===== src/hw/rtl/vtc_pkg.sv =====
// ----------------------------------------------------------------------------
// Voidage conductivity package
// Shared widths and the cell-to-cell data word of the compute chain.
// ----------------------------------------------------------------------------
package vtc_pkg;
	localparam int FRAC_BITS = 16;
	localparam int VF_W = 17;
	localparam int KF_W = 32;
	localparam int RAD_W = 2 * FRAC_BITS;
	localparam int ROOT_W = FRAC_BITS + 1;
	localparam int REM_W = FRAC_BITS + 3;
	localparam int NUM_W = 2 * FRAC_BITS + 1;
	localparam int RAT_W = FRAC_BITS + 1;
	localparam int SQRT_STEPS = FRAC_BITS;
	localparam int DIV_STEPS = FRAC_BITS + 1;

	typedef enum logic [1:0] {
		CASE_NORMAL = 2'd0,
		CASE_FULL   = 2'd1,
		CASE_ZERO   = 2'd2
	} case_t;

	typedef struct packed {
		logic               valid;
		case_t              kind;
		logic [VF_W-1:0]    e;
		logic [KF_W-1:0]    kf;
		logic [RAD_W-1:0]   rad;
		logic [REM_W-1:0]   rem;
		logic [ROOT_W-1:0]  root;
		logic [NUM_W-1:0]   num;
		logic [RAT_W-1:0]   quo;
	} cell_t;
endpackage


===== src/hw/rtl/vtc_sqrt_cell.sv =====
// ----------------------------------------------------------------------------
// Square root cell
// One restoring square root step on a radicand digit pair per cycle while en is high.
// ----------------------------------------------------------------------------
module vtc_sqrt_cell (
	input  logic           clk,
	input  logic           arst_n,
	input  logic           en,
	input  vtc_pkg::cell_t d,
	output vtc_pkg::cell_t q
);
	import vtc_pkg::*;

	logic [REM_W-1:0]  trial_rem;
	logic [REM_W-1:0]  trial;
	cell_t             nxt;

	always_comb begin
		nxt = d;
		trial_rem = {d.rem[REM_W-3:0], d.rad[RAD_W-1 -: 2]};
		trial = {d.root, 2'b01};
		nxt.rad = {d.rad[RAD_W-3:0], 2'b00};
		if (trial_rem >= trial) begin
			nxt.rem = trial_rem - trial;
			nxt.root = {d.root[ROOT_W-2:0], 1'b1};
		end else begin
			nxt.rem = trial_rem;
			nxt.root = {d.root[ROOT_W-2:0], 1'b0};
		end
	end

	always_ff @(posedge clk or negedge arst_n) begin
		if (!arst_n) begin
			q <= '0;
		end else if (en) begin
			q <= nxt;
		end
	end
endmodule


===== config.mk =====
export PLATFORM = sky130hd
export DESIGN_NAME = vtc_sqrt_cell
export DESIGN_NICKNAME = d
export VERILOG_FILES = /design/src/hw/rtl/vtc_pkg.sv /design/src/hw/rtl/vtc_sqrt_cell.sv
export SDC_FILE = /design/constraint.sdc
export NUM_CORES = 1
export LEC_CHECK = 0
export ABC_CLOCK_PERIOD_IN_PS = 1600
export BUFFER_PORTS_ARGS = -buffer_cell sky130_fd_sc_hd__buf_2
export CORE_MARGIN = 2
export CORE_UTILIZATION = 30
export DETAILED_ROUTE_END_ITERATION = 16
export PLACE_DENSITY_LB_ADDON = 0.15
export SLEW_MARGIN = 10
export SYNTH_ARGS = -nofsm -noshare
export SYNTH_HDL_FRONTEND = slang
export SYNTH_SLANG_ARGS = --single-unit

===== constraint.sdc =====
create_clock -name clk -period 1.6 [get_ports clk]
set_clock_uncertainty 0.2 [all_clocks]
set_input_delay 0.16 -clock clk [delete_from_list [all_inputs] [get_ports clk]]
set_output_delay 0.16 -clock clk [all_outputs]
set_load 0.01 [all_outputs]

# Word level (Yosys, flattened, before mapping)
# Index checks and enable logic that the tools add are counted.
[totals]
wordCells = 12
output_inout_bits = 170
in_bits = 173
regBits = 168
[classes]
add_sub_neg = 1
muxes = 1
n_lt_le_gt_ge = 1
[ops]
columns = ["operator", "count"]
rows = [
  ["$mux W36", 1],
  ["$ge A19 B19 Y1", 1],
  ["$sub A19 B19 Y19", 1],
]

# Logic depth before layout (Yosys ltp)
# Gate-level depths: netlist (run 1).
[depth]
ltp_word = 2
mapped_depth = 11
ltp_nobuf = 8

# Worst setup path before layout (run 1)
# No wires, ideal clock.
[synth_path]
kind = "input to register"
startpoint = "in d[63] in the netlist's numbering"
endpoint = "reg q[77] in the netlist's numbering"
stages = 11
n_path_buf = 3
t_required_ns = 1.258
slack_ns = -0.579
arrival_ns = 1.837
setup_ns = 0.142
cell_sequence = "inv_1 -> ha_1 -> buf_4 -> and2_2 -> nor4b_4 -> o211ai_2 -> a31o_2 -> buf_6 -> buf_6 -> nand3_1 -> o221ai_1"
[synth_between]
elab_chain_cells = 2
[synth_lines]
columns = ["element", "line", "text"]
rows = [
  ["from (decl)", "vtc_sqrt_cell.sv:9", "input vtc_pkg::cell_t d,"],
  ["$ge A19 B19 Y1", "vtc_sqrt_cell.sv:23", "if (trial_rem >= trial) begin"],
  ["$mux W36", "vtc_sqrt_cell.sv:23", ""],
  ["to (signal assigned)", "vtc_sqrt_cell.sv:36", "q <= nxt;"],
  ["to (decl)", "vtc_sqrt_cell.sv:10", "output vtc_pkg::cell_t q"],
]
# No other way between the ends.
# A chain may end at the register's enable or synchronous reset.

# Final worst setup path (run 1)
[layout_path]
startpoint = "in d[60] in the netlist's numbering"
endpoint = "reg q[68] in the netlist's numbering"
# Same word-level chain as after synthesis.

==> out/summary.txt, run 1 <==
CTS tree: yes
IO buf count: 338
Internal: 8590 µW
Max Clk Rate: 0.553 GHz
Tmin final: 1.81 ns
Clock latency on the worst-skew pair: 0.43 ns
Status: complete, but fails checks
Flops & latches, synth: 168
Root buf cell: clkbuf_16
Global route total overflow: 0
Cell count after synthesis: 583
Fin Setup TNS: -2.74 ns
FFs w/ async S/R, synth: 100%
IO Count: 343
H-tree Lvls: 4
Global-route wire length before repair: 37.7 mm
Post-Syn Area: 7520 µm²
Ant diodes: 0
Final net count: 1,371
Maximum buffer depth of the clock tree: 2
Failing checks: negative setup slack
Tcrit/Tclk final: 113%
Predominant post-synthesis flop cell: dfrtp_1
Sw Share: 30.2%
Core box area: 24,500 µm²
Biggest registers after layout: q: 168 flops
Die X: 162 µm
Initial Util: 30.7%
Fraction of layout instances using a drive strength above 1: 57.1%
Final design utilization: 54.3%
Drt first pass iters: 4
TritonCTS Buffers: 17
Die area: 26,400 µm²
Critical path launch point type: input port
Switch Pwr: 3720 µW
WS Path Type: in2reg
Maxcap violations: 0
Max reg flops: 168
Largest net degree at the start of global routing: 51
Netlist cell types: 52
RD Place Congestion: 0.848
Area grow syn2layout: 76.5%
Yosys Warn Count: 0
Initial antenna violation count: 0
Post-synth EDFFs: 0
Slowest cell on crit path: nor4b_4
Remaining antenna violation count: 0
Initial drt markers: 240
Worst setup EP type: flip-flop
Fillers: 2,106
Die Height: 162 µm
Final non-filler cell total: 1,516
Clock Power Share: 33.8%
DPL Wire Length: 16.5 mm
LEAKAGE: 0.00618 µW
Sequential area share after synthesis: 55.9%
# placed instances: 1,291
Hold_sp: d[69]
Total number of vias: 6,767
Clk sinks: 168
Worst Hold Class: in2reg
Seq pwr share: 40.0%
Final number of setup-violating endpoints: 20
Crit-path leading delay family: buffers and inverters
Crit path cell chain: buf_8 -> inv_8 -> ha_4 -> nand2_4 -> nor4b_4 -> buf_4 -> a221oi_4 -> a31oi_4 -> buf_12 -> mux2i_1 -> mux2_4
Pins over their slew limit: 0
FP Rows: 57
Worst reg2reg path startpoint: q[151]
Detailed-route wire length: 23.9 mm
Reg clk slew, reported paths: 0.08 ns
Max stage delay on crit path: 0.34 ns
Crit path arrival time: 1.93 ns
Mean Syn Cell Area: 12.9 µm²
All-layer global routing usage: 18.0%
Comb pwr share: 26.1%
RSZ-0062 raised after global routing: yes
Biggest register: q
Routed len/inst: 15.7 µm
CP bufs+invs: 4
CP startpoint: d[60]
Final worst-path setup slack: -0.208 ns
Tot Pwr: 12,300 µW
CP required: 1.72 ns
Number of global-route vias before repair: 7,312
Power per Cell Area: 927 nW/µm²
CP max FO: 6
Hold Violations, Final: 0
DRC violations left: 0
VDD IR max: 0.555 mV
Via density: 4.46
-- placed cells by master, fill, tap and decap left out, types with 4 or more instances in the layout --
cell type	instances
xnor2_1	8
o21a_1	5
nand2_1	26
clkinv_8	6
ha_1	4
nand2_4	4
a31oi_1	11
dlygate4sd3_1	180
nand3_2	4
inv_1	12
nand4_1	5
nor3_1	6
o21ai_0	5
inv_2	9
nand3_1	8
buf_8	5
mux2_2	148
o21ai_1	4
buf_6	14
a21oi_2	5
nor2_1	22
clkbuf_16	17
buf_12	10
a21oi_1	13
inv_8	5
dfrtp_1	168
o211ai_1	9
ha_4	15
buf_4	80
buf_2	320
-- routing by layer --
metal,wire [µm],vias to the layer above,global-route usage [%]
met1,9840,3231,21.6
met3,1710,23,4.91
met4,373,0,5.15
li1,-,3267,-
met2,11900,246,31.8
met5,0,-,0
-- stage by stage --
step / setup WS [ns] / hold WS [ns] / instance area [µm²]
finish: -0.208 / 0.0340 / 13300
global route: -0.254 / 0.0677 / 13300
CTS: -0.172 / 0.00278 / 13000
detailed placement: -0.752 / -0.102 / 10300
global placement: -0.772 / -0.102 / 10300
floorplan: -0.458 / -0.336 / 7710
-- path summary, 6_finish.rpt --
check                      depth (start not counted)      to  slack (ns)
min reg2reg                                        1    q[8]        0.30
max in group asynchronous                          4  q[120]        0.13
max reg2reg                                        2  q[151]        0.06
min                                                5   q[71]        0.03
min in group asynchronous                          3   q[34]        0.52
max                                               11   q[68]       -0.21
-- tightest hold or removal path, cell delays in order --
cell	delay [ns]
buf_2	0.11
ha_4	0.17
xor2_1	0.07
nand2_1	0.06
a31oi_1	0.07
-- area by class of cell --
cell class	count	area (µm²)	share of cell area, %
Timing Repair Buffer	609	4440	33.4
Sequential cell	168	4200	31.7
Multi-Input combinational cell	358	3510	26.5
Clock buffer	17	425	3.20
Tap cell	324	405	3.05
Clock inverter	15	180	1.36
Inverter	25	114	0.858
-- Yosys cell counts (3+ instances only) --
cell type  number  area, µm²
a21oi_1        19       95.1
a31oi_1        13       81.3
buf_4           4       30.0
buf_6           3       33.8
clkbuf_1       24       90.1
dfrtp_1       168       4200
ha_1           19        238
inv_1          25       93.8
mux2_2        148       1670
nand2_1        30        113
nand2b_1        3       18.8
nand3_1        13       65.1
nand4_1         5       31.3
nor2_1         23       86.3
nor2b_1         4       25.0
nor3_1          6       30.0
o2111ai_1       5       43.8
o211ai_1        9       67.6
o21a_1          5       37.5
o21ai_0        10       50.1
xnor2_1         9       78.8
xor2_1          3       26.3
-- power groups by stage --
stage / combinational [µW] / sequential [µW] / clock [µW]
5_1_grt: 3500 / 4990 / 4470
3_5_place_dp: 2610 / 5000 / 0
6_report: 3220 / 4930 / 4160
2_1_floorplan: 1080 / 5240 / 0
3_3_place_gp: 2600 / 4990 / 0
4_1_cts: 3120 / 4920 / 4350
-- logic make-up after synthesis --
group	count (synthesis)	synth area share (%)
fa+ha+maj	19	3.16
xor+xnor	12	1.40
other cells	1	0.0499
buf+inv	58	3.43
flops	168	55.9
mux	150	22.5
simple gates	98	6.49
compound gates	77	7.09
-- what timing repair did --
action	CTS	global route
endpoints found under the setup margin	20	67
resized for setup	39	52
gates cloned	1	0
buffers inserted	9	4
pin swaps	18	30
hold buffers	180	0
hold endpoints to repair	334	0
(Power assumes the default switching activity.)
==> inputs of run 2 (changes only) <==
--- a/config.mk
+++ b/config.mk
@@ -5,6 +5,7 @@
 export SDC_FILE = /design/constraint.sdc
 export NUM_CORES = 1
 export LEC_CHECK = 0
+export ABC_AREA = 1
 export ABC_CLOCK_PERIOD_IN_PS = 1600
 export BUFFER_PORTS_ARGS = -buffer_cell sky130_fd_sc_hd__buf_2
 export CORE_MARGIN = 2
==> run 2 against run 1 <==
The flow finishes with violations (negative hold slack); non-clock buffer count decreased by 31; clock power decreased by 1%; first-iteration DRC count increased by 90%; synthesized cell count increased by 68%; combinational power decreased by 9.9%; area after synthesis increased by 3.0%; setup slack improved by 0.28 ns; worst hold slack got worse by 0.091 ns; core utilization decreased by 2.7 points; register-to-register slack improved by 0.68 ns.
==> out/summary.txt, run 2 <==
IO Count: 343
Reg2reg setup slack: 0.74 ns
DPL Wire Length: 19.3 mm
Global-route wire length before repair: 41.3 mm
R2R cell count: 2
Flops & latches, synth: 168
LEAKAGE: 0.00714 µW
Initial Util: 30.7%
Global route total overflow: 0
WS Path Type: in2reg
Biggest registers after layout: q: 168 flops
Area grow syn2layout: 68.3%
DRC violations left: 0
Biggest register: q
H-tree Lvls: 4
Worst Hold Class: in2reg
Die Height: 165 µm
Reg clk slew, reported paths: 0.08 ns
Tcrit/Tclk final: 95.4%
Yosys Warn Count: 0
Detailed-route wire length: 27.0 mm
Dominant cell type by area after synthesis: dfrtp_1
Post-Syn Area: 7740 µm²
Post-synth top cells: 557 x nand2_1, 168 x dfrtp_1, 55 x inv_1
Sequential area share after synthesis: 54.3%
Die area: 27,100 µm²
Drt first pass iters: 5
Pins over their slew limit: 0
RSZ-0062 raised after global routing: yes
Initial antenna violation count: 1
Hold_sp: d[116]
Worst reg2reg path startpoint: q[14]
Failing checks: negative hold slack
Number of global-route vias before repair: 8,202
Final number of setup-violating endpoints: 0
Predominant post-synthesis flop cell: dfrtp_1
FP Rows: 58
Routed len/inst: 14.4 µm
All-layer global routing usage: 19.4%
Via density: 4.36
Largest net degree at the start of global routing: 63
Die X: 165 µm
TritonCTS Buffers: 17
Remaining antenna violation count: 0
Clock latency on the worst-skew pair: 0.41 ns
Crit path arrival time: 1.63 ns
Status: complete, but fails checks
Hold endpoint: q[67]
Maxcap violations: 0
FFs w/ async S/R, synth: 100%
Netlist cell types: 27
Most frequent cells in the layout: 542 x nand2_1, 333 x buf_2, 168 x dfrtp_1, 166 x dlygate4sd3_1, 62 x buf_4
VDD IR max: 0.557 mV
Power per Cell Area: 912 nW/µm²
Mean Syn Cell Area: 7.89 µm²
IO buf count: 338
Final non-filler cell total: 1,880
Max Clk Rate: 0.655 GHz
Total number of vias: 8,188
Post-synth EDFFs: 0
Share of the synthesized area in the top cell type: 54.3%
Core box area: 25,300 µm²
Root buf cell: clkbuf_16
Most common cell after layout, fill and taps aside: nand2_1
Tmin final: 1.53 ns
Final net count: 1,728
CP required: 1.70 ns
Hold Violations, Final: 1
RD Place Congestion: 0.842
Cell count after synthesis: 982
Maximum buffer depth of the clock tree: 2
Max reg flops: 168
CTS tree: yes
# placed instances: 1,678
Hold Path Stages: 5
Tot Pwr: 11,900 µW
Worst setup EP type: flip-flop
Fillers: 2,470
Clk sinks: 168
Hold WS: -0.0570 ns
Synth top area cells: dfrtp_1 54%, nand2_1 27%, ha_1 3.1%, inv_1 2.7%, nand3_1 2.3%
Initial drt markers: 456
Fraction of layout instances using a drive strength above 1: 33.3%
Critical path launch point type: input port
Cell with the most instances after synthesis: nand2_1
Reg-to-Reg End: q[14]
CP max FO: 19
-- run 2: per-layer routing --
| layer | part of all wire [%] | global-route usage (%) | wire length [µm] | vias to the layer above |
|---|---|---|---|---|
| met5 | 0 | 0 | 0 | - |
| met4 | 3.1 | 7.19 | 845 | 0 |
| met3 | 4.7 | 3.42 | 1280 | 47 |
| met2 | 50 | 34.7 | 13500 | 243 |
| met1 | 42 | 23.3 | 11400 | 3785 |
| li1 | - | - | - | 4113 |
-- run 2: power breakdown --
group	leakage, µW	total [µW]	switching (µW)	internal, µW
sequential	0.00204	4870	208	4660
combinational	0.00481	2900	1520	1380
clock	0.000288	4110	1970	2140
-- run 2: area by class of cell --
cell class	instances	area (µm²)	share of cell area, %
Antenna cell	1	2.50	0.0192
Clock buffer	18	439	3.37
Clock inverter	14	154	1.18
Inverter	56	248	1.90
Multi-Input combinational cell	715	3490	26.7
Sequential cell	168	4200	32.3
Tap cell	330	413	3.17
Timing Repair Buffer	578	4090	31.3
-- run 2: how the worst max path moves through the flow --
stage	from	depth (start not counted)	slack, ns	endpoint
3_5_place_dp	d[58]	12	-0.47	q[85]
5_1_grt	d[60]	16	-0.05	q[84]
2_1_floorplan	d[77]	14	-0.07	q[84]
6_report	d[61]	14	0.07	q[76]
3_3_place_gp	d[58]	11	-0.49	q[72]
4_1_cts	d[77]	15	0.008	q[85]
-- run 2: cells by family after synthesis --
kind of cell / after synthesis / synth area share (%)
simple gates: 648 / 33.7
flops: 168 / 54.3
buf+inv: 100 / 5.25
compound gates: 36 / 2.47
fa+ha+maj: 19 / 3.07
xor+xnor: 10 / 1.13
other cells: 1 / 0.0484
-- run 2: metrics by stage --
step / setup TNS, ns / hold slack, ns / area, µm² / utilization [%] / worst slack [ns]
2_1_floorplan: -0.973 / -0.336 / 8070 / - / -0.0683
3_3_place_gp: -9.14 / -0.0737 / 10600 / 42.2 / -0.491
3_5_place_dp: -8.66 / -0.0703 / 10600 / 42.2 / -0.470
4_1_cts: 0 / -0.180 / 12900 / 51.1 / 0.00803
5_1_grt: -0.248 / 0.0185 / 13000 / 51.6 / -0.0452
6_report: 0 / -0.0570 / 13000 / 51.6 / 0.0731
-- run 2: critical path, cell delays in order --
cell	delay [ns]
buf_2	0.13
inv_8	0.04
ha_4	0.30
nand2_2	0.05
inv_2	0.06
nand3_2	0.07
nor2_2	0.13
nand3_1	0.11
nand2_2	0.11
nor2_4	0.06
nand2_8	0.17
nand2_1	0.08
nand3_1	0.09
nand2_1	0.06
-- run 2: what timing repair did --
action	4_1_cts	5_1_grt
hold buffers	165	1
gates resized for setup	4	29
endpoints found under the setup margin	6	20
buffers inserted	0	3
endpoints found under the hold margin	333	1
pin swaps	0	15
