### src/hw/rtl/vtc_pkg.sv
// ----------------------------------------------------------------------------
// Voidage conductivity package
// Shared widths and the cell-to-cell data word of the compute chain.
// ----------------------------------------------------------------------------
package vtc_pkg;
	localparam int FRAC_BITS = 16;
	localparam int VF_W = 17;
	localparam int KF_W = 32;
	localparam int RAD_W = 2 * FRAC_BITS;
	localparam int ROOT_W = FRAC_BITS + 1;
	localparam int REM_W = FRAC_BITS + 3;
	localparam int NUM_W = 2 * FRAC_BITS + 1;
	localparam int RAT_W = FRAC_BITS + 1;
	localparam int SQRT_STEPS = FRAC_BITS;
	localparam int DIV_STEPS = FRAC_BITS + 1;

	typedef enum logic [1:0] {
		CASE_NORMAL = 2'd0,
		CASE_FULL   = 2'd1,
		CASE_ZERO   = 2'd2
	} case_t;

	typedef struct packed {
		logic               valid;
		case_t              kind;
		logic [VF_W-1:0]    e;
		logic [KF_W-1:0]    kf;
		logic [RAD_W-1:0]   rad;
		logic [REM_W-1:0]   rem;
		logic [ROOT_W-1:0]  root;
		logic [NUM_W-1:0]   num;
		logic [RAT_W-1:0]   quo;
	} cell_t;
endpackage

### src/hw/rtl/vtc_div_cell.sv
// ----------------------------------------------------------------------------
// Divide cell
// One restoring division step producing one quotient bit per cycle while en is high.
// ----------------------------------------------------------------------------
module vtc_div_cell (
	input  logic           clk,
	input  logic           arst_n,
	input  logic           en,
	input  vtc_pkg::cell_t d,
	output vtc_pkg::cell_t q
);
	import vtc_pkg::*;

	logic [VF_W:0] part;
	cell_t         nxt;

	always_comb begin
		nxt = d;
		part = {d.rem[VF_W-1:0], d.num[NUM_W-1]};
		nxt.num = {d.num[NUM_W-2:0], 1'b0};
		if (part >= {1'b0, d.e}) begin
			nxt.rem = REM_W'(part - {1'b0, d.e});
			nxt.quo = {d.quo[RAT_W-2:0], 1'b1};
		end else begin
			nxt.rem = REM_W'(part);
			nxt.quo = {d.quo[RAT_W-2:0], 1'b0};
		end
	end

	always_ff @(posedge clk or negedge arst_n) begin
		if (!arst_n) begin
			q <= '0;
		end else if (en) begin
			q <= nxt;
		end
	end
endmodule

### config.mk
export PLATFORM = sky130hd
export DESIGN_NAME = vtc_div_cell
export DESIGN_NICKNAME = d
export VERILOG_FILES = /design/src/hw/rtl/vtc_pkg.sv /design/src/hw/rtl/vtc_div_cell.sv
export SDC_FILE = /design/constraint.sdc
export NUM_CORES = 1
export LEC_CHECK = 0
export ABC_AREA = 1
export BUFFER_PORTS_ARGS = -buffer_cell sky130_fd_sc_hd__buf_2
export CAP_MARGIN = 20
export CORE_MARGIN = 2
export CORE_UTILIZATION = 40
export CTS_BUF_LIST = sky130_fd_sc_hd__clkbuf_8
export CTS_CLUSTER_DIAMETER = 100
export DETAILED_ROUTE_END_ITERATION = 8
export GPL_TIMING_DRIVEN = 0
export PLACE_DENSITY = 0.72
export SYNTH_ARGS = -nofsm -noshare
export SYNTH_HDL_FRONTEND = slang
export SYNTH_SLANG_ARGS = --single-unit
### constraint.sdc
create_clock -name clk -period 0.8 [get_ports clk]
set_input_delay 0.04 -clock clk [delete_from_list [all_inputs] [get_ports clk]]
set_output_delay 0.04 -clock clk [all_outputs]
set_load 0.005 [all_outputs]
== Yosys cells after proc, flatten, opt, wreduce, memory -nomap -nowiden ==
Cells that the tools add are included.
Storage, ports and cells
  output and inout bits: 170
  word-level logic and storage cells: 13
  bits in registers: 169
  input port bits: 173
Cells by class
  add/sub/neg operators: 1
  magnitude comparators: 1
  muxes and demuxes: 2
Operators with widths (count)
  19-bit two-way mux: 1
  18-bit by 17-bit subtractor with 19-bit output: 1
  18-bit by 17-bit greater-or-equal comparator with 1-bit output: 1
  1-bit two-way mux: 1

== Logic depth before layout (Yosys ltp) ==
Gate-level depths: netlist of run 1.
  depth in word-level cells: 2
  mapped depth: 15
  gate-level depth less buffers: 15

== Worst setup path after synthesis of run 1 ==
OpenSTA, ideal clock, no wires.
  path kind: input -> register
  from: input port d[49] in the netlist's numbering
  to: register q[81] in the netlist's numbering
  library setup time: 0.117 ns
  stages: 14
  arrival time: 1.396 ns
  data required time: 0.683 ns
  setup slack: -0.713 ns
  buffers on the path: 0
  cell sequence: inv_1 ha_1 inv_1 fa_1 nand3_1 nand3_1 nand2_1 nand2_1 nand2_1 nand3b_1 nand2_1 nand2_1 nand3_1 nand2_1
On the way
  cells in the longest elaborated chain, start to end: 2
  elaborated cells between the ends (all ways): 3
  those cells by class: 1 x add/sub; 1 x order compare; 1 x mux
Ends and longest elaborated chain
  start: declaration: RTL line vtc_div_cell.sv:9  | input vtc_pkg::cell_t d,
  18-bit by 17-bit subtractor with 19-bit output / 18-bit by 17-bit greater-or-equal comparator with 1-bit output (equally long branches): RTL line vtc_div_cell.sv:22, vtc_div_cell.sv:21
  19-bit two-way mux *: RTL line vtc_div_cell.sv:21  | if (part >= {1'b0, d.e}) begin
  end signal: assignment: RTL line vtc_div_cell.sv:34  | q <= nxt;
  end: declaration: RTL line vtc_div_cell.sv:10  | output vtc_pkg::cell_t q
Every way passes the cells marked *; elsewhere a longest branch is shown, timed or not.
A chain may end at the register's enable or synchronous reset.

== Worst setup path in the final report of run 1 ==
  from: input port d[72] in the netlist's numbering
  to: register q[72] in the netlist's numbering
On the way
  cells in the longest elaborated chain, start to end: 2
Ends and longest elaborated chain (RTL line)
  18-bit by 17-bit greater-or-equal comparator with 1-bit output: vtc_div_cell.sv:21
  19-bit two-way mux: vtc_div_cell.sv:21
No other way between the ends.

==> impl_metrics.env, run 1 <==
export IMPL_run_status="complete, but fails checks"
export IMPL_failed_checks="negative hold slack, negative setup slack"
export IMPL_avgSynthCellArea_um2=7.77
export IMPL_dr_pass1_iters=6
export IMPL_clock_fmax_ghz=0.803
export IMPL_yosys_warnings=0
export IMPL_wl_per_cell_um=17.1
export IMPL_max_cap_violations=0
export IMPL_grt_setup_unrepaired="yes"
export IMPL_grt_ovfl_total=0
export IMPL_finalSetupViolations=213
export IMPL_cts_clk_slew_worst_paths_ns=0.11
export IMPL_remaining_drc_errors=0
export IMPL_skew_ns=0
export IMPL_path_delay_family="simple AND/OR/NAND/NOR gates"
export IMPL_finalHoldViolCount=78
export IMPL_rows=51
export IMPL_grt_pass1_wl_um=48700
export IMPL_areaGrowthSynthToFinish_pct=75.4
export IMPL_pre_cts_ws_ns=-1.04
export IMPL_hold_path_class="input port to asynchronous set/reset pin"
export IMPL_worst_slew_pin_slew_ns=0.610
export IMPL_drtAntennaViolNets=0
export IMPL_drt_total_wl_um=33600
export IMPL_period_share_pct=156
export IMPL_worst_path_most_repeated_cell="nand2_1"
export IMPL_worstSetupStartpointType="input port"
export IMPL_largest_register="q"
export IMPL_avgViaCountPerCell=4.88
export IMPL_finalCriticalPeriod_ns=1.24
export IMPL_grt_pass1_vias=9374
export IMPL_worstPathArrival_ns=1.60
export IMPL_antenna_found_initial=1
export IMPL_die_area_um2=21200
export IMPL_dp_hpwl_um=19700
export IMPL_die_h_um=145
export IMPL_synth_area_top_cells="dfrtp_1 53%, nand2_1 28%, inv_1 3.8%"
export IMPL_cts_root_buf="clkbuf_8"
export IMPL_drv_slew=0
export IMPL_largest_register_ff_count=169
export IMPL_critPathBufInv=3
export IMPL_die_w_um=145
export IMPL_clockBufferDepth=2
export IMPL_yosysMostFrequentCell="nand2_1"
export IMPL_top_regs="q x169"
export IMPL_start_util_pct=41.0
export IMPL_critPathKind="input port to flip-flop"
export IMPL_ir_drop_mv=1.24
export IMPL_grt_max_degree=96
export IMPL_core_area_um2=19500
export IMPL_synthCells=1030
export IMPL_num_antenna_cells=0
export IMPL_htreeDepth=4
export IMPL_nFillCells=1370
export IMPL_netlist_area_leader_share_pct=52.8
export IMPL_place_congestion=0.917
export IMPL_drt_iter0_drc=587
export IMPL_synthTopCellsByCount="587 x nand2_1, 169 x dfrtp_1, 82 x inv_1, 35 x nand3_1, 30 x clkbuf_1"
export IMPL_clock_sink_count=169
export IMPL_cts_tree="yes"
export IMPL_syn_nets=1221
export IMPL_synth_top_flop_cell="dfrtp_1"
export IMPL_synth_largest_area_cell="dfrtp_1"
export IMPL_final_layout_size_suffix_gt1_share_pct=40.6
export IMPL_p_leak_nw=7.87
export IMPL_p_per_area_nw_per_um2=1620
export IMPL_slew_headroom_pct=59.3
export IMPL_worstSetupEndpointType="flip-flop"
export IMPL_cp_slowest_cell="ha_4"
export IMPL_numPortBuffers=337
export IMPL_finalPower_mw=22.7
export IMPL_io_pins=343
export IMPL_clk_insertion_delay_late_ns=0.45
export IMPL_cpPeakStageDelay_ns=0.31
export IMPL_ys_ff_latch=169
export IMPL_synth_async_reset_ratio_pct=100
export IMPL_worst_slack_ns=-0.445
export IMPL_grtUsageTotal_pct=28.9
export IMPL_final_util_pct=71.9
export IMPL_seq_area_frac_synth_pct=52.8
export IMPL_hold_slack_ns=-0.483
export IMPL_numCtsBuffers=17
export IMPL_vias=9579
export IMPL_ys_types=28
export IMPL_fin_setup_tns_ns=-47.24
export IMPL_worstPathMaxFanout=8
export IMPL_nets=1874
export IMPL_path_cells="buf_2, ha_4, nand2_4, nor2_4, nand2_1, nor2_2, nand2_1, nand4_1, buf_6, buf_4, nand2_4, nand3_2, nand2_1"
export IMPL_synth_edf_count=0
export IMPL_synth_area_um2=8000
export IMPL_critPathRequiredTime_ns=1.16
per-layer routing:
layer	vias to the layer above	track usage (%)	routed length, um
met5	-	0	12
met4	2	13.4	1910
met2	470	50.6	16700
met3	128	6.36	2300
met1	4573	34.1	12600
li1	4406	-	-
layout by cell type, fill, tap and decap left out, types with 6 or more instances in the layout:
cell and instances:
nand2_1 539, buf_2 312, dfrtp_1 169, dlygate4sd3_1 167, buf_4 124, inv_1 62
nand2_2 41, buf_6 37, nand3_2 31, inv_2 19, ha_4 17, clkbuf_8 17
nand2_4 16, clkbuf_2 13, nand3_1 11, clkbuf_1 11, o21ai_0 11, nor2_4 9
inv_4 8, a21oi_1 8, nor2_1 7, xnor2_1 7, clkbuf_4 6
stage by stage:
step,instances,area (um2)
after CTS,1900,13200
after global routing,1961,14000
final,1961,14000
after global placement,1632,10400
after detailed placement,1633,10400
after floorplan,1030,8340
final timing paths:
kind | start | endpoint | slack, ns | cells past startpoint
max in group asynchronous | arst_n | q[75]$_DFFE_PN0P_ | 0.39 | 2
setup / recovery | d[72] | q[72]$_DFFE_PN0P_ | -0.44 | 13
min in group clk | d[150] | q[67]$_DFFE_PN0P_ | 0.03 | 5
hold / removal | arst_n | q[59]$_DFFE_PN0P_ | -0.48 | 1
hold reg to reg | q[23]$_DFFE_PN0P_ | q[23]$_DFFE_PN0P_ | 0.47 | 2
setup reg to reg | q[112]$_DFFE_PN0P_ | q[112]$_DFFE_PN0P_ | -0.11 | 4
final cells by class:
class                           count  area (um2)  area share, %
Buffer                             42         272           1.93
Multi-Input combinational cell    728        3830           27.3
Inverter                           90         383           2.73
Tap cell                          265         332           2.36
Clock buffer                       17         234           1.67
Clock inverter                     15         155           1.11
Timing Repair Buffer              635        4600           32.8
Sequential cell                   169        4230           30.1
logic make-up (layout without fill, tap and decap cells):
kind of cell               Yosys count  in the layout  share of synthesized area [%]
and+or+nand+nor                    674            674                           34.6
DFF                                169            169                           52.8
buffers and inverters              133            799                           6.94
AOI/OAI and AO/OA                   28             28                           1.89
adders and majority gates           18             18                           2.91
xor gates and xnor gates             7              7                          0.766
other                                1              1                         0.0469
timing repair:
item | CTS | global route
cloned | 0 | 1
endpoints found under the hold margin | 240 | 75
setup endpoints to repair | 272 | 239
gates resized for setup | 74 | 85
setup buffers | 70 | 65
pin swaps | 43 | 40
hold buffers | 166 | 1
worst register-to-register path, stage by stage (launching register included):
cell,delay [ns]
dfrtp_1,0.40
buf_4,0.14
buf_4,0.12
nand2_1,0.08
nand2_1,0.06
power breakdown:
part	leakage, nW	switching, mW	internal, mW
logic	5.62	3.35	3.43
registers	2.06	0.489	9.36
clock network	0.202	3.76	2.33
total	7.87	7.59	15.1
(Power assumes the default switching activity.)
==> run 2, diff against run 1 <==
Settings changed: RECOVER_POWER set to 50, SKIP_LAST_GASP set to 1.
==> run 2 against run 1 <==
  * The run still ends with negative hold slack, negative setup slack left
  * Fmax fell by 0.92%
  * First-iteration DRC count rose by 6.1%
  * Count of clock-buffer cells in the layout unchanged
  * Non-clock buffer count is 1 lower
  * Sequential power about the same
  * Combinational power shrank 1%
  * Critical endpoint is now q[85]$_DFFE_PN0P_
  * Highest routed layer unchanged
==> impl_metrics.env, run 2 (synthesized netlist as in run 1, its figures left out) <==
export IMPL_worstPathArrival_ns=1.65
export IMPL_multiInputGateArea_um2=3760
export IMPL_nFillCells=1390
export IMPL_die_h_um=145
export IMPL_dr_pass1_iters=5
export IMPL_final_area_um2=13900
export IMPL_cts_tree="yes"
export IMPL_critPathRequiredTime_ns=1.20
export IMPL_path_delay_family="simple AND/OR/NAND/NOR gates"
export IMPL_htreeDepth=4
export IMPL_period_share_pct=157
export IMPL_drtAntennaViolNets=0
export IMPL_grt_max_degree=96
export IMPL_avgViaCountPerCell=4.88
export IMPL_finalHoldViolCount=74
export IMPL_ir_drop_mv=1.25
export IMPL_dp_hpwl_um=19700
export IMPL_failed_checks="negative hold slack, negative setup slack"
export IMPL_num_antenna_cells=0
export IMPL_hold_slack_ns=-0.241
export IMPL_grt_pass1_vias=9382
export IMPL_max_cap_violations=0
export IMPL_die_area_um2=21200
export IMPL_rows=51
export IMPL_path_cells="buf_2, inv_2, ha_4, nand2_4, nor2_4, nand2_1, nor2_2, nand2_1, nand4_1, buf_6, buf_6, nand4_1, nand2_1"
export IMPL_run_status="complete, but fails checks"
export IMPL_worstPathMaxFanout=8
export IMPL_hold_path_class="input port to asynchronous set/reset pin"
export IMPL_cts_root_buf="clkbuf_8"
export IMPL_p_per_area_nw_per_um2=1620
export IMPL_grt_ovfl_total=0
export IMPL_p_leak_nw=7.84
export IMPL_numCtsBuffers=17
export IMPL_grtUsageTotal_pct=28.9
export IMPL_critPathBufInv=4
export IMPL_regArea_um2=4230
export IMPL_wl_per_cell_um=17.0
export IMPL_place_congestion=0.917
export IMPL_largest_register_ff_count=169
export IMPL_pre_cts_ws_ns=-1.04
export IMPL_top_regs="q x169"
export IMPL_die_w_um=145
export IMPL_worst_path_most_repeated_cell="nand2_1"
export IMPL_cts_clk_slew_worst_paths_ns=0.11
export IMPL_fin_setup_tns_ns=-47.14
export IMPL_start_util_pct=41.0
export IMPL_critPathKind="input port to flip-flop"
export IMPL_nets=1873
export IMPL_worstSetupEndpointType="flip-flop"
export IMPL_numPortBuffers=337
export IMPL_clk_insertion_delay_late_ns=0.45
export IMPL_core_area_um2=19500
export IMPL_drt_total_wl_um=33300
export IMPL_worst_slack_ns=-0.456
export IMPL_areaGrowthSynthToFinish_pct=74.1
export IMPL_worst_slew_pin_slew_ns=1.07
export IMPL_clock_sink_count=169
export IMPL_remaining_drc_errors=0
export IMPL_placed_area_um2=10400
export IMPL_layout_commonest_cell="nand2_1"
export IMPL_finalCriticalPeriod_ns=1.26
export IMPL_grt_setup_unrepaired="yes"
export IMPL_grt_pass1_wl_um=48600
export IMPL_final_layout_size_suffix_gt1_share_pct=39.7
export IMPL_largest_register="q"
export IMPL_worstSetupStartpointType="input port"
export IMPL_drv_slew=0
export IMPL_cp_slowest_cell="ha_4"
export IMPL_clockBufferDepth=2
export IMPL_cpPeakStageDelay_ns=0.31
export IMPL_slew_headroom_pct=28.6
export IMPL_vias=9556
export IMPL_final_cell_mix="539 x nand2_1, 312 x buf_2, 169 x dfrtp_1"
export IMPL_io_pins=343
export IMPL_antenna_found_initial=1
export IMPL_r2r_setup_slack_ns=-0.10
export IMPL_drt_iter0_drc=623
export IMPL_finalSetupViolations=214
export IMPL_skew_ns=0
export IMPL_clock_fmax_ghz=0.796
-- run 2: metrics by stage --
stage / power (mW) / utilization (%) / instances
floorplan: 12.2 / - / 1030
global placement: 14.3 / 53.1 / 1632
CTS: 21.8 / 67.7 / 1900
finish: 22.6 / 71.4 / 1960
detailed placement: 14.4 / 53.2 / 1633
global route: 23.8 / 71.4 / 1960
-- run 2: cell type report --
cell class | count | share of cell area, %
tap | 265 | 2.38
clock inverter | 15 | 1.11
clock buffer | 17 | 1.68
timing repair buffer | 634 | 32.8
multi-input combinational | 728 | 27.0
inverter | 90 | 2.75
buffer | 42 | 1.95
sequential | 169 | 30.3
-- run 2: where the power goes --
group,switching (mW),total (mW),internal (mW)
clock network,3.76,6.09,2.33
logic,3.30,6.70,3.40
registers,0.485,9.85,9.36
-- run 2: worst paths after layout --
check | startpoint | endpoint | depth (start not counted)
worst max-delay path | d[155] | q[85]$_DFFE_PN0P_ | 13
worst min-delay path | arst_n | q[59]$_DFFE_PN0P_ | 1
worst max register to register | q[112]$_DFFE_PN0P_ | q[112]$_DFFE_PN0P_ | 4
worst min register to register | q[23]$_DFFE_PN0P_ | q[23]$_DFFE_PN0P_ | 2
max in group asynchronous | arst_n | q[76]$_DFFE_PN0P_ | 2
min in group clk | d[150] | q[67]$_DFFE_PN0P_ | 5
-- run 2: timing repair --
item / in CTS / in global routing
setup buffers: 70 / 64
pin swaps: 43 / 48
endpoints found under the setup margin: 272 / 239
gates cloned: 0 / 1
hold buffers: 166 / 1
hold endpoints to repair: 240 / 75
gates resized for setup: 72 / 70
-- run 2: metal layers --
layer  up-vias  part of all wire (%)  wire [um]  track usage, %
li1       4398                     -          -               -
met1      4545                    37      12500            34.1
met2       485                    50      16700            50.5
met3       126                   6.9       2310            6.36
met4         2                   5.5       1830            13.5
met5         -                 0.036         12               0
